$ cat src/rtl/u2u8_pkg.sv
// Shared types and constants for the UTF-16 to UTF-8 transcoder.
package u2u8_pkg;

  localparam int UnitW = 16;
  localparam int ByteW = 8;
  localparam int MaxBytes = 4;
  localparam int IdxW = $clog2(MaxBytes);
  localparam int HeldW = 10;

  // Top six bits of a surrogate code unit
  localparam logic [5:0] HighSurrTag = 6'b110110;
  localparam logic [5:0] LowSurrTag = 6'b110111;
  localparam logic [20:0] SuppBase = 21'h10000;

  // All bytes that one code unit produces, with its flags
  typedef struct packed {
    logic [MaxBytes-1:0][ByteW-1:0] bytes;
    logic [IdxW-1:0] last_idx;
    logic bad;
    logic fin;
  } grp_t;

endpackage

$ cat src/rtl/u2u8_decode.sv
// Surrogate pairing state and UTF-8 encoding of one code unit.
module u2u8_decode
  import u2u8_pkg::*;
(
  input  logic             clk,
  input  logic             rst,
  input  logic [UnitW-1:0] code_unit,
  input  logic             take,
  output grp_t             grp,
  output logic             emit
);

  logic [HeldW-1:0] held_high_bits;
  logic             high_pending;
  logic             discarding;
  logic [HeldW-1:0] held_high_bits_next;
  logic             high_pending_next;
  logic             discarding_next;

  logic        is_high;
  logic        is_low;
  logic        is_zero;
  logic [20:0] cp;

  assign is_high = (code_unit[15:10] == HighSurrTag);
  assign is_low  = (code_unit[15:10] == LowSurrTag);
  assign is_zero = (code_unit == '0);
  assign cp      = {1'b0, held_high_bits, code_unit[9:0]} + SuppBase;

  always_comb begin
    held_high_bits_next = held_high_bits;
    high_pending_next   = high_pending;
    discarding_next     = discarding;
    emit                = 1'b0;
    grp                 = '0;
    if (discarding) begin
      if (is_zero) begin
        discarding_next = 1'b0;
      end
    end else if (high_pending) begin
      high_pending_next   = 1'b0;
      held_high_bits_next = '0;
      emit                = 1'b1;
      if (is_low) begin
        grp.bytes[0] = {5'b11110, cp[20:18]};
        grp.bytes[1] = {2'b10, cp[17:12]};
        grp.bytes[2] = {2'b10, cp[11:6]};
        grp.bytes[3] = {2'b10, cp[5:0]};
        grp.last_idx = IdxW'(3);
      end else begin
        grp.bad = 1'b1;
        if (!is_zero) begin
          discarding_next = 1'b1;
        end
      end
    end else if (is_zero) begin
      emit    = 1'b1;
      grp.fin = 1'b1;
    end else if (is_high) begin
      held_high_bits_next = code_unit[9:0];
      high_pending_next   = 1'b1;
    end else if (is_low) begin
      emit            = 1'b1;
      grp.bad         = 1'b1;
      discarding_next = 1'b1;
    end else begin
      emit = 1'b1;
      if (code_unit[15:7] == '0) begin
        grp.bytes[0] = {1'b0, code_unit[6:0]};
      end else if (code_unit[15:11] == '0) begin
        grp.bytes[0] = {3'b110, code_unit[10:6]};
        grp.bytes[1] = {2'b10, code_unit[5:0]};
        grp.last_idx = IdxW'(1);
      end else begin
        grp.bytes[0] = {4'b1110, code_unit[15:12]};
        grp.bytes[1] = {2'b10, code_unit[11:6]};
        grp.bytes[2] = {2'b10, code_unit[5:0]};
        grp.last_idx = IdxW'(2);
      end
    end
  end

  always_ff @(posedge clk) begin
    if (rst) begin
      held_high_bits <= '0;
      high_pending   <= 1'b0;
      discarding     <= 1'b0;
    end else if (take) begin
      held_high_bits <= held_high_bits_next;
      high_pending   <= high_pending_next;
      discarding     <= discarding_next;
    end
  end

endmodule

$ cat src/rtl/u2u8_serializer.sv
// Result register that hands out one byte of a group per beat.
module u2u8_serializer
  import u2u8_pkg::*;
(
  input  logic             clk,
  input  logic             rst,
  input  grp_t             grp_in,
  input  logic             load,
  output logic             can_take,
  output logic [ByteW-1:0] out_byte,
  output logic             last_of_run,
  output logic             bad_encoding,
  output logic             string_end,
  output logic             byte_valid,
  input  logic             byte_ready
);

  grp_t            grp;
  logic            full;
  logic [IdxW-1:0] idx;
  logic            at_last;

  assign at_last  = (idx == grp.last_idx);
  assign can_take = !full || (byte_ready && at_last);

  assign byte_valid   = full;
  assign out_byte     = grp.bytes[idx];
  assign last_of_run  = at_last;
  assign bad_encoding = grp.bad;
  assign string_end   = grp.fin;

  always_ff @(posedge clk) begin
    if (load) begin
      grp <= grp_in;
    end
  end

  always_ff @(posedge clk) begin
    if (rst) begin
      full <= 1'b0;
      idx  <= '0;
    end else if (load) begin
      full <= 1'b1;
      idx  <= '0;
    end else if (full && byte_ready) begin
      if (at_last) begin
        full <= 1'b0;
      end else begin
        idx <= idx + IdxW'(1);
      end
    end
  end

endmodule

$ cat src/rtl/utf16_to_utf8_transcoder_unit.sv
// UTF-16 to UTF-8 transcoder: top level.
// The first byte of a unit is registered: it appears in the cycle after the unit's beat.
// A unit's bytes (1 to 4) leave one per beat of the one-byte result port, and a
// new unit is taken only while the result register is empty or hands out its last byte.
// Reset (synchronous): drops any held surrogate, clears discard mode, and
// empties the result register.
module utf16_to_utf8_transcoder_unit
  import u2u8_pkg::*;
(
  input  logic             clk,
  input  logic             rst,
  input  logic [UnitW-1:0] code_unit,
  input  logic             unit_valid,
  output logic             unit_ready,
  output logic [ByteW-1:0] out_byte,
  output logic             last_of_run,
  output logic             bad_encoding,
  output logic             string_end,
  output logic             byte_valid,
  input  logic             byte_ready
);

  grp_t grp;
  logic emit;
  logic take;
  logic can_take;

  assign unit_ready = can_take;
  assign take       = unit_valid && can_take;

  u2u8_decode u_decode (
    .clk       (clk),
    .rst       (rst),
    .code_unit (code_unit),
    .take      (take),
    .grp       (grp),
    .emit      (emit)
  );

  u2u8_serializer u_serializer (
    .clk          (clk),
    .rst          (rst),
    .grp_in       (grp),
    .load         (take && emit),
    .can_take     (can_take),
    .out_byte     (out_byte),
    .last_of_run  (last_of_run),
    .bad_encoding (bad_encoding),
    .string_end   (string_end),
    .byte_valid   (byte_valid),
    .byte_ready   (byte_ready)
  );

endmodule

$ cat config.mk
export PLATFORM = sky130hd
export DESIGN_NAME = utf16_to_utf8_transcoder_unit
export DESIGN_NICKNAME = d
export VERILOG_FILES = /design/src/rtl/u2u8_pkg.sv /design/src/rtl/u2u8_decode.sv /design/src/rtl/u2u8_serializer.sv /design/src/rtl/utf16_to_utf8_transcoder_unit.sv
export SDC_FILE = /design/constraint.sdc
export NUM_CORES = 1
export LEC_CHECK = 0
export BUFFER_PORTS_ARGS = -buffer_cell sky130_fd_sc_hd__clkbuf_2
export CAP_MARGIN = 25
export CORE_AREA = 2 2 66 68
export CTS_BUF_LIST = sky130_fd_sc_hd__clkbuf_2 sky130_fd_sc_hd__clkbuf_4 sky130_fd_sc_hd__clkbuf_8
export DETAILED_ROUTE_END_ITERATION = 16
export DIE_AREA = 0 0 68 70
export GPL_TIMING_DRIVEN = 0
export PLACE_DENSITY = 0.9
export SLEW_MARGIN = 15
export SYNTH_ARGS = -nofsm -noshare
export SYNTH_HDL_FRONTEND = slang
export SYNTH_SLANG_ARGS = --single-unit
export TNS_END_PERCENT = 50
$ cat constraint.sdc
create_clock -name clk -period 3.6 [get_ports clk]
set_input_delay 0.72 -clock clk [delete_from_list [all_inputs] [get_ports clk]]
set_output_delay 0.72 -clock clk [all_outputs]
set_load 0.005 [all_outputs]
======== Word level (Yosys, flattened, before mapping) ========
Index checks and enable logic that the tools add are counted.
word-level totals
  output and inout port bits .............. 13
  word-level logic and storage cells ...... 78
  flip-flop bits (word level) ............. 51
  input bits .............................. 20
operators by class
  muxes and demuxes ....................... 34
  bitwise logic cells ..................... 4
  equal/unequal tests ..................... 4
  reduce and logical (&&, ||, !) cells .... 20
  add/subtract/negate cells ............... 2
  magnitude comparators ................... 1
operators with widths
  cell                                                                  count
  27-bit two-way mux                                                    3
  34-bit two-way mux                                                    1
  16-bit two-way mux                                                    2
  10-bit two-way mux                                                    3
  26-bit two-way mux                                                    1
  8-bit two-way mux                                                     3
  20-bit by 17-bit adder with 21-bit output, second input constant      1
  1-bit two-way mux                                                     19
  8-bit binary-select mux with 2-bit select                             1
  16-bit logical NOT                                                    1
  6-bit == test, second input constant                                  2
  9-bit logical NOT                                                     1
  2-bit AND reduction                                                   3
  2-bit nonzero test                                                    3
  2-bit OR reduction                                                    3
  5-bit logical NOT                                                     1
  1-bit logical AND                                                     4
  1-bit inverter                                                        4
  4-bit AND reduction                                                   1
  2-bit by 3-bit < comparator with 1-bit output, second input constant  1
  3-bit OR reduction                                                    1
  2-bit by 1-bit adder with 2-bit output, second input constant         1
  2-bit == test                                                         1
  2-bit two-way mux                                                     1
  other kinds (3)                                                       3

======== Depth between registers and ports, before layout ========
Gate-level depths: netlist of run 1.
  depth after elaboration ................. 8
  gate-level depth with buffers ........... 6
  depth with buffers taken out ............ 5

======== Hierarchy ========
A second synthesis of run 1 with hierarchy kept.
second synthesis, totals
  cells, all modules ...................... 200
  area total of the unflattened synthesis .. 2603.7 µm²
modules (own cells, without submodules)
  module                         area each (µm²)  cells each  instances
  u2u8_serializer                1490.2           68          1
  u2u8_decode                    1101.1           130         1
  utf16_to_utf8_transcoder_unit  12.5             2           1

======== Worst setup path after synthesis of run 1 ========
No wires, ideal clock.
  path kind ............................... input to register
  start point ............................. in unit_valid
  end point ............................... reg u_serializer.grp (netlist bit u_serializer.bad_encoding) (enable)
  path buffers ............................ 0
  stages .................................. 3
  path slack .............................. 0.775 ns
  required time ........................... 3.178 ns
  arrival time ............................ 2.403 ns
  cells stage by stage .................... and3b_1 > a31oi_1 > nor2_1
between the ends
  word-level cells in the longest chain between the ends .. 2
RTL lines
  element                RTL line                             RTL
  start, declared        utf16_to_utf8_transcoder_unit.sv:13  input logic unit_valid,
  1-bit logical AND      utf16_to_utf8_transcoder_unit.sv:29  assign take = unit_valid && can_take;
  1-bit logical AND      utf16_to_utf8_transcoder_unit.sv:44  .load (take && emit),
  net u_serializer.load  u2u8_serializer.sv:8                 input logic load,
  end signal, assigned   u2u8_serializer.sv:34                grp <= grp_in;
  end, declared          u2u8_serializer.sv:18                grp_t grp;
The timed path passes the listed nets, and every way through them passes these cells.
A chain may end at the register's enable or synchronous reset.

======== Worst setup path in the final report of run 1 ========
  start point ............................. reg u_serializer.idx[0]
  end point ............................... out out_byte[2]
between the ends
  word-level cells in the longest chain between the ends .. 2
RTL lines
  element                                    RTL line                             RTL
  start, declared                            u2u8_serializer.sv:20                logic [IdxW-1:0] idx;
  start signal, assigned                     u2u8_serializer.sv:49                idx <= idx + IdxW'(1);
  8-bit binary-select mux with 2-bit select  u2u8_serializer.sv:27                assign out_byte = grp.bytes[idx];
  8-bit two-way mux (not written as such)    u2u8_serializer.sv:27
  end, declared                              utf16_to_utf8_transcoder_unit.sv:15  output logic [ByteW-1:0] out_byte,
No other way between the ends. The select of a mux whose other input is x is not followed.

==> results of run 1 <==
-- path summary, 6_finish.rpt --
| kind | startpoint | endpoint | slack, ns | depth (start not counted) |
|---|---|---|---|---|
| worst max-delay path | u_serializer.idx[0]$_SDFFE_PP0P_ | out_byte[2] | 1.19 | 3 |
| worst min-delay path | u_decode.held_high_bits[2]$_SDFFE_PP0P_ | u_decode.held_high_bits[2]$_SDFFE_PP0P_ | 0.49 | 1 |
| worst max register to register | u_serializer.grp[27]$_SDFFCE_PP0P_ | u_decode.held_high_bits[1]$_SDFFE_PP0P_ | 1.69 | 4 |
| worst min register to register | u_decode.held_high_bits[2]$_SDFFE_PP0P_ | u_decode.held_high_bits[2]$_SDFFE_PP0P_ | 0.49 | 1 |
-- registers in the layout (all words and copies together) (netlist names) --
| name | flops |
|---|---|
| u_serializer.byte_valid | 1 |
| u_decode.discarding | 1 |
| u_serializer.bad_encoding | 1 |
| u_serializer.string_end | 1 |
| u_serializer.grp | 29 |
| u_serializer.idx | 2 |
| u_decode.held_high_bits | 10 |
| u_decode.high_pending | 1 |
-- logic make-up after synthesis --
logic type               count (synthesis)
AND/OR/NAND/NOR                         47
XOR/XNOR                                 8
buffers and inverters                   20
AO/OA/AOI/OAI                           57
adder cells (fa/ha/maj)                  1
flip-flops                              46
multiplexers                            11
-- through the flow --
stage / power (mW) / instance area [um^2] / utilization (%) / std cells
detailed placement: 0.7436 / 2577 / 62.20 / 273
finish: 1.116 / 2691 / 64.95 / 281
global route: 1.149 / 2691 / 64.95 / 281
global placement: 0.7325 / 2550 / 61.53 / 272
floorplan: 0.6852 / 2335 / - / 190
CTS: 1.120 / 2691 / 64.95 / 281
-- routing by layer --
layer | wire [um] | up-vias | track usage (%)
met5 | 0 | - | 0
met4 | 72 | 0 | 8.000
met3 | 396 | 10 | 5.797
met2 | 2612 | 91 | 36.35
met1 | 2202 | 874 | 33.30
li1 | - | 825 | -
-- final cells by class --
type | instances | area [um^2]
inverters | 10 | 37.54
clock inverters | 2 | 37.54
clock buffers | 6 | 76.32
repair buffers | 31 | 170.2
fillers | 327 | 1453
well taps | 52 | 65.06
flip-flops and latches | 46 | 1231
plain buffers | 10 | 57.56
multi-input cells | 124 | 1016
-- placed cells by master (no fill, tap or decap), types with 4 or more instances in the layout --
cell type  instances
edfxtp_1          31
clkbuf_2          30
dfxtp_1           15
a21oi_1           14
inv_1              9
nor2_1             8
a22o_1             8
a22o_2             8
and2_1             7
mux4_2             6
o2bb2ai_1          6
xnor2_1            5
mux2i_1            5
nor3_1             5
clkbuf_8           5
nor4_1             4
buf_2              4
o31ai_1            4
-- report_power, final --
group          total (mW)  internal [mW]  leakage [nW]  switching [mW]
registers           0.605          0.595         0.414          0.0105
clock network       0.384          0.215        0.0548           0.170
logic               0.127         0.0530         0.517          0.0739
-- critical path: cells and delay by family, from the launching register on --
| kind | cells | cell delay (ns) |
|---|---|---|
| buffers and inverters | 2 | 0.45 |
| DFF | 1 | 0.39 |
| muxes | 1 | 0.54 |
==> flow_metrics.tcl, run 1 <==
set metrics [dict create \
    outcome "finished clean" \
    synth_common_cells "edfxtp_1 (31), dfxtp_1 (15), a21oi_1 (14)" \
    clockBufferDepth 2 \
    cts_buffers 5 \
    crit_required_ns 2.88 \
    slew_headroom_pct 48.72 \
    first_pass_iters 5 \
    critPathMaxFanout 10 \
    critical_path.cell_chain "buf_2 -> mux4_2 -> clkbuf_2" \
    grt_max_degree 30 \
    dp_hpwl_um 3851 \
    max_stage_delay_ns 0.54 \
    setup_slack_ns 1.189 \
    fin_skew_ns 0.003340 \
    path_class "flop to primary output" \
    ir_worst_vdd_mv 0.2345 \
    drtIter0Drc 130 \
    cts_hold_buffers 0 \
    cts_setup_buffers 0 \
    antenna_found_initial 0 \
    p_leak_nw 0.9857 \
    rows 24 \
    synth.area.top_cells "edfxtp_1 (40%), dfxtp_1 (13%), mux4_2 (5.8%), a22o_2 (3.4%), a21oi_1 (3.0%)" \
    grt_setup_unrepaired "no" \
    grt_overflow 0 \
    insertion_delay_ns 0.30 \
    grt_pass1_vias 1684 \
    synthMuxAreaShare_pct 7.931 \
    finalCritPeriodShare_pct 66.97 \
    cts_htree_levels 2 \
    setup_violations 0 \
    syn_area_per_cell_um2 12.29 \
    max_freq_mhz 414.8 \
    io_buffers 30 \
    hold_viol_final 0 \
    die_h_um 70 \
    hp-class "flop to flop" \
    synth_edf_count 31 \
    start_util_pct 56.34 \
    areaGrowthSynthToFinish_pct 15.27 \
    crit_path_end_kind "primary output" \
    cp.arrival_ns 1.69 \
    ant_nets 0 \
    synth-main-ff-cell "edfxtp_1" \
    grt_pass1_wl_um 8328 \
    netlist_area_um2 2335 \
    worst_slew_pin_slew_ns 0.7622 \
    final_nets 249 \
    antennaDiodeCount 0 \
    die_w_um 68 \
    cts_tree "done" \
    powerDensity_nw_per_um2 414.8 \
    routabilityCongestion 0.9316 \
    yosysUniqueCellTypes 46 \
    synth_top_area_share_pct 39.87 \
    synthAdderAreaFrac_pct 0.5359 \
    io_pins 33 \
    cts_resized 0 \
    drv_slew 0 \
    grt_usage_pct 23.88 \
    yosys.area_share.simple_pct 12.22 \
    synth_compound_area_share_pct 19.51 \
    vias_per_cell 6.406 \
    slowest_stage "mux4_2" \
    drv_cap 0 \
    core_region_area_um2 4144 \
    cts.clk_slew.worst_paths_ns 0.08 \
    routed_wl_um 5283 \
    cts.root.buffer_cell "clkbuf_8" \
    ys_warn_count 0 \
    ys_seq_area_share_pct 52.73 \
    synth_top_family_by_area "compound AO/OA/AOI/OAI gates" \
    fin_setup_tns_ns 0 \
    dieArea_um2 4760 \
    synth_xor_area_share_pct 3.001 \
    pre_cts_ws_ns 1.161 \
    drc 0 \
    whs_ns 0.4916 \
    clkSinkCount 46 \
    synthMostInstantiatedCell "edfxtp_1" \
    yosysTopAreaCell "edfxtp_1" \
    ys_seq_elements 46 \
    vias 1800 \
    syn-num-nets 211 \
    routedWlPerCell_um 18.80 \
    worstSetupStartpointType "flop" \
    synthArstFlopShare_pct 0 \
    synthCells 190 \
    drive_gt1_share_pct 29.69 \
    finalCriticalPeriod_ns 2.411 \
]
Power figures use the tool's default switching activity.
==> inputs of run 2 (changes only) <==
--- a/config.mk
+++ b/config.mk
@@ -5,14 +5,15 @@
 export SDC_FILE = /design/constraint.sdc
 export NUM_CORES = 1
 export LEC_CHECK = 0
+export ABC_AREA = 1
 export BUFFER_PORTS_ARGS = -buffer_cell sky130_fd_sc_hd__clkbuf_2
 export CAP_MARGIN = 25
-export CORE_AREA = 2 2 66 68
+export CORE_AREA = 2 2 68 70
 export CTS_BUF_LIST = sky130_fd_sc_hd__clkbuf_2 sky130_fd_sc_hd__clkbuf_4 sky130_fd_sc_hd__clkbuf_8
 export DETAILED_ROUTE_END_ITERATION = 16
-export DIE_AREA = 0 0 68 70
+export DIE_AREA = 0 0 70 72
 export GPL_TIMING_DRIVEN = 0
-export PLACE_DENSITY = 0.9
+export PLACE_DENSITY = 0.89
 export SLEW_MARGIN = 15
 export SYNTH_ARGS = -nofsm -noshare
 export SYNTH_HDL_FRONTEND = slang
==> constraint.sdc (replaced) <==
create_clock -name clk -period 2.25 [get_ports clk]
set_input_delay 0.45 -clock clk [delete_from_list [all_inputs] [get_ports clk]]
set_output_delay 0.45 -clock clk [all_outputs]
set_load 0.005 [all_outputs]
==> flow_metrics.tcl, run 2 <==
set metrics [dict create \
    outcome "finished clean" \
    synthArstFlopShare_pct 0 \
    routedWlPerCell_um 15.44 \
    worst_slew_pin_slew_ns 0.6075 \
    drv_cap 0 \
    vias 2145 \
    synthCells 286 \
    synth-main-ff-cell "edfxtp_1" \
    dieArea_um2 5040 \
    routed_wl_um 5837 \
    max_freq_mhz 470.6 \
    antenna_found_initial 0 \
    start_util_pct 57.60 \
    io_pins 33 \
    final_nets 346 \
    cts.clk_slew.worst_paths_ns 0.09 \
    crit_path_end_kind "primary output" \
    areaGrowthSynthToFinish_pct 14.01 \
    synthMostInstantiatedCell "nand2_1" \
    crit_required_ns 1.80 \
    layout_common_cells "nand2_1 (50), nor2_1 (38), o21ai_0 (35)" \
    worstSetupStartpointType "flop" \
    slew_headroom_pct 59.41 \
    cts_setup_buffers 0 \
    synth_top_area_share_pct 37.90 \
    syn-num-nets 307 \
    routabilityCongestion 0.9923 \
    finalCritPeriodShare_pct 94.44 \
    cts_hold_buffers 0 \
    finalCriticalPeriod_ns 2.125 \
    cts_htree_levels 2 \
    powerDensity_nw_per_um2 682.7 \
    clkSinkCount 46 \
    synth_edf_count 31 \
    critPathMaxFanout 10 \
    vias_per_cell 5.675 \
    hold_viol_final 0 \
    largest-register "u_serializer.grp" \
    synth_common_cells "nand2_1 (50), nor2_1 (38), o21ai_0 (35)" \
    cp_common_cell "clkbuf_2" \
    cp.arrival_ns 1.67 \
    drive_gt1_share_pct 21.78 \
    grt_max_degree 32 \
    ff2ff_path_depth 7 \
    rows 24 \
    largest_reg_flops 29 \
    io_buffers 32 \
    syn_area_per_cell_um2 8.588 \
    final_common_cell "nand2_1" \
    yosysUniqueCellTypes 31 \
    core_region_area_um2 4264 \
    ys_warn_count 0 \
    yosysTopAreaCell "edfxtp_1" \
    critical_path.cell_chain "buf_6 -> inv_1 -> clkbuf_2 -> o21ai_0 -> o22ai_1 -> clkbuf_2" \
    grt_pass1_wl_um 9729 \
    holdPathStages 4 \
    drtIter0Drc 240 \
    die_w_um 70 \
    slowest_stage "dfxtp_1" \
    grt_setup_unrepaired "no" \
    drv_slew 0 \
    fin_setup_tns_ns 0 \
    ys_seq_area_share_pct 50.13 \
    dp.cells 370 \
    p_total_mw 1.912 \
    cts_buffers 5 \
    ir_worst_vdd_mv 0.5544 \
    p_leak_nw 1.141 \
    fin_cells 378 \
    antennaDiodeCount 0 \
    cts.root.buffer_cell "clkbuf_8" \
    first_pass_iters 5 \
    ys_seq_elements 46 \
    die_h_um 72 \
    path_class "flop to primary output" \
    hp-class "primary input to flop" \
    grt_usage_pct 24.88 \
    cts_tree "done" \
    insertion_delay_ns 0.30 \
    fin_skew_ns 0.002406 \
    max_stage_delay_ns 0.31 \
    cts_resized 2 \
    grt_overflow 0 \
    grt_pass1_vias 2063 \
    clockBufferDepth 2 \
    netlist_area_um2 2456 \
    dp_hpwl_um 4226 \
    setup_violations 0 \
    drc 0 \
    reg.largest.list "u_serializer.grp: 29 flops, u_decode.held_high_bits: 10 flops, u_serializer.idx: 2 flops" \
    ant_nets 0 \
    synth.area.top_cells "edfxtp_1 (38%), dfxtp_1 (12%), nand2_1 (7.6%), o21ai_0 (7.1%), nor2_1 (5.8%)" \
]
[run 2: through the flow]
stage          setup slack, ns  instance area, um^2  hold WS, ns  utilization [%]
3_5_place_dp          -0.02470                 2681       0.4612            62.88
6_report                0.1252                 2800       0.4143            65.67
2_1_floorplan           0.2423                 2456       0.4454                -
3_3_place_gp         -0.004345                 2681       0.4574            62.88
4_1_cts                 0.1484                 2800       0.4098            65.67
5_1_grt               0.009024                 2800       0.4312            65.67
[run 2: worst max-delay path, delay by kind of cell, from the launching register on]
family,cells,cell delay [ns]
flip-flops,1,0.31
AO/OA/AOI/OAI,2,0.30
buffers and inverters,4,0.76
[run 2: final timing paths]
path | slack, ns | from | end
worst max-delay path | 0.13 | u_serializer.idx[0]$_SDFFE_PP0P_ | out_byte[2]
worst min-delay path | 0.41 | rst | u_serializer.byte_valid$_SDFFE_PP0P_
worst max register to register | 0.27 | u_serializer.idx[1]$_SDFFE_PP0P_ | u_serializer.grp[25]$_SDFFCE_PP0P_
worst min register to register | 0.48 | u_decode.held_high_bits[3]$_SDFFE_PP0P_ | u_decode.held_high_bits[3]$_SDFFE_PP0P_
[run 2: kinds of logic after synthesis]
group / share of synthesized area (%)
flops: 50.13
fa+ha+maj: 0.5093
xor+xnor: 1.834
simple gates: 25.93
compound gates: 14.11
buf+inv: 7.488
[run 2: layout make-up]
class,instances,area (um^2)
clock buffers,6,76.32
clock inverters,2,37.54
well taps,52,65.06
multi-input cells,200,1041
plain buffers,11,76.32
flip-flops and latches,46,1231
inverters,29,112.6
fillers,338,1464
repair buffers,32,160.2
[run 2: report_power, final]
part,internal [mW],switching (mW)
sequential,0.977,0.0252
combinational,0.0950,0.184
clock,0.344,0.287
[run 2: per-layer routing]
metal | up-vias | track usage [%] | wire [um]
met1 | 958 | 31.04 | 2428
met5 | - | 0 | 0
li1 | 1059 | - | -
met3 | 18 | 4.444 | 386
met2 | 110 | 41.80 | 2828
met4 | 0 | 13.03 | 193
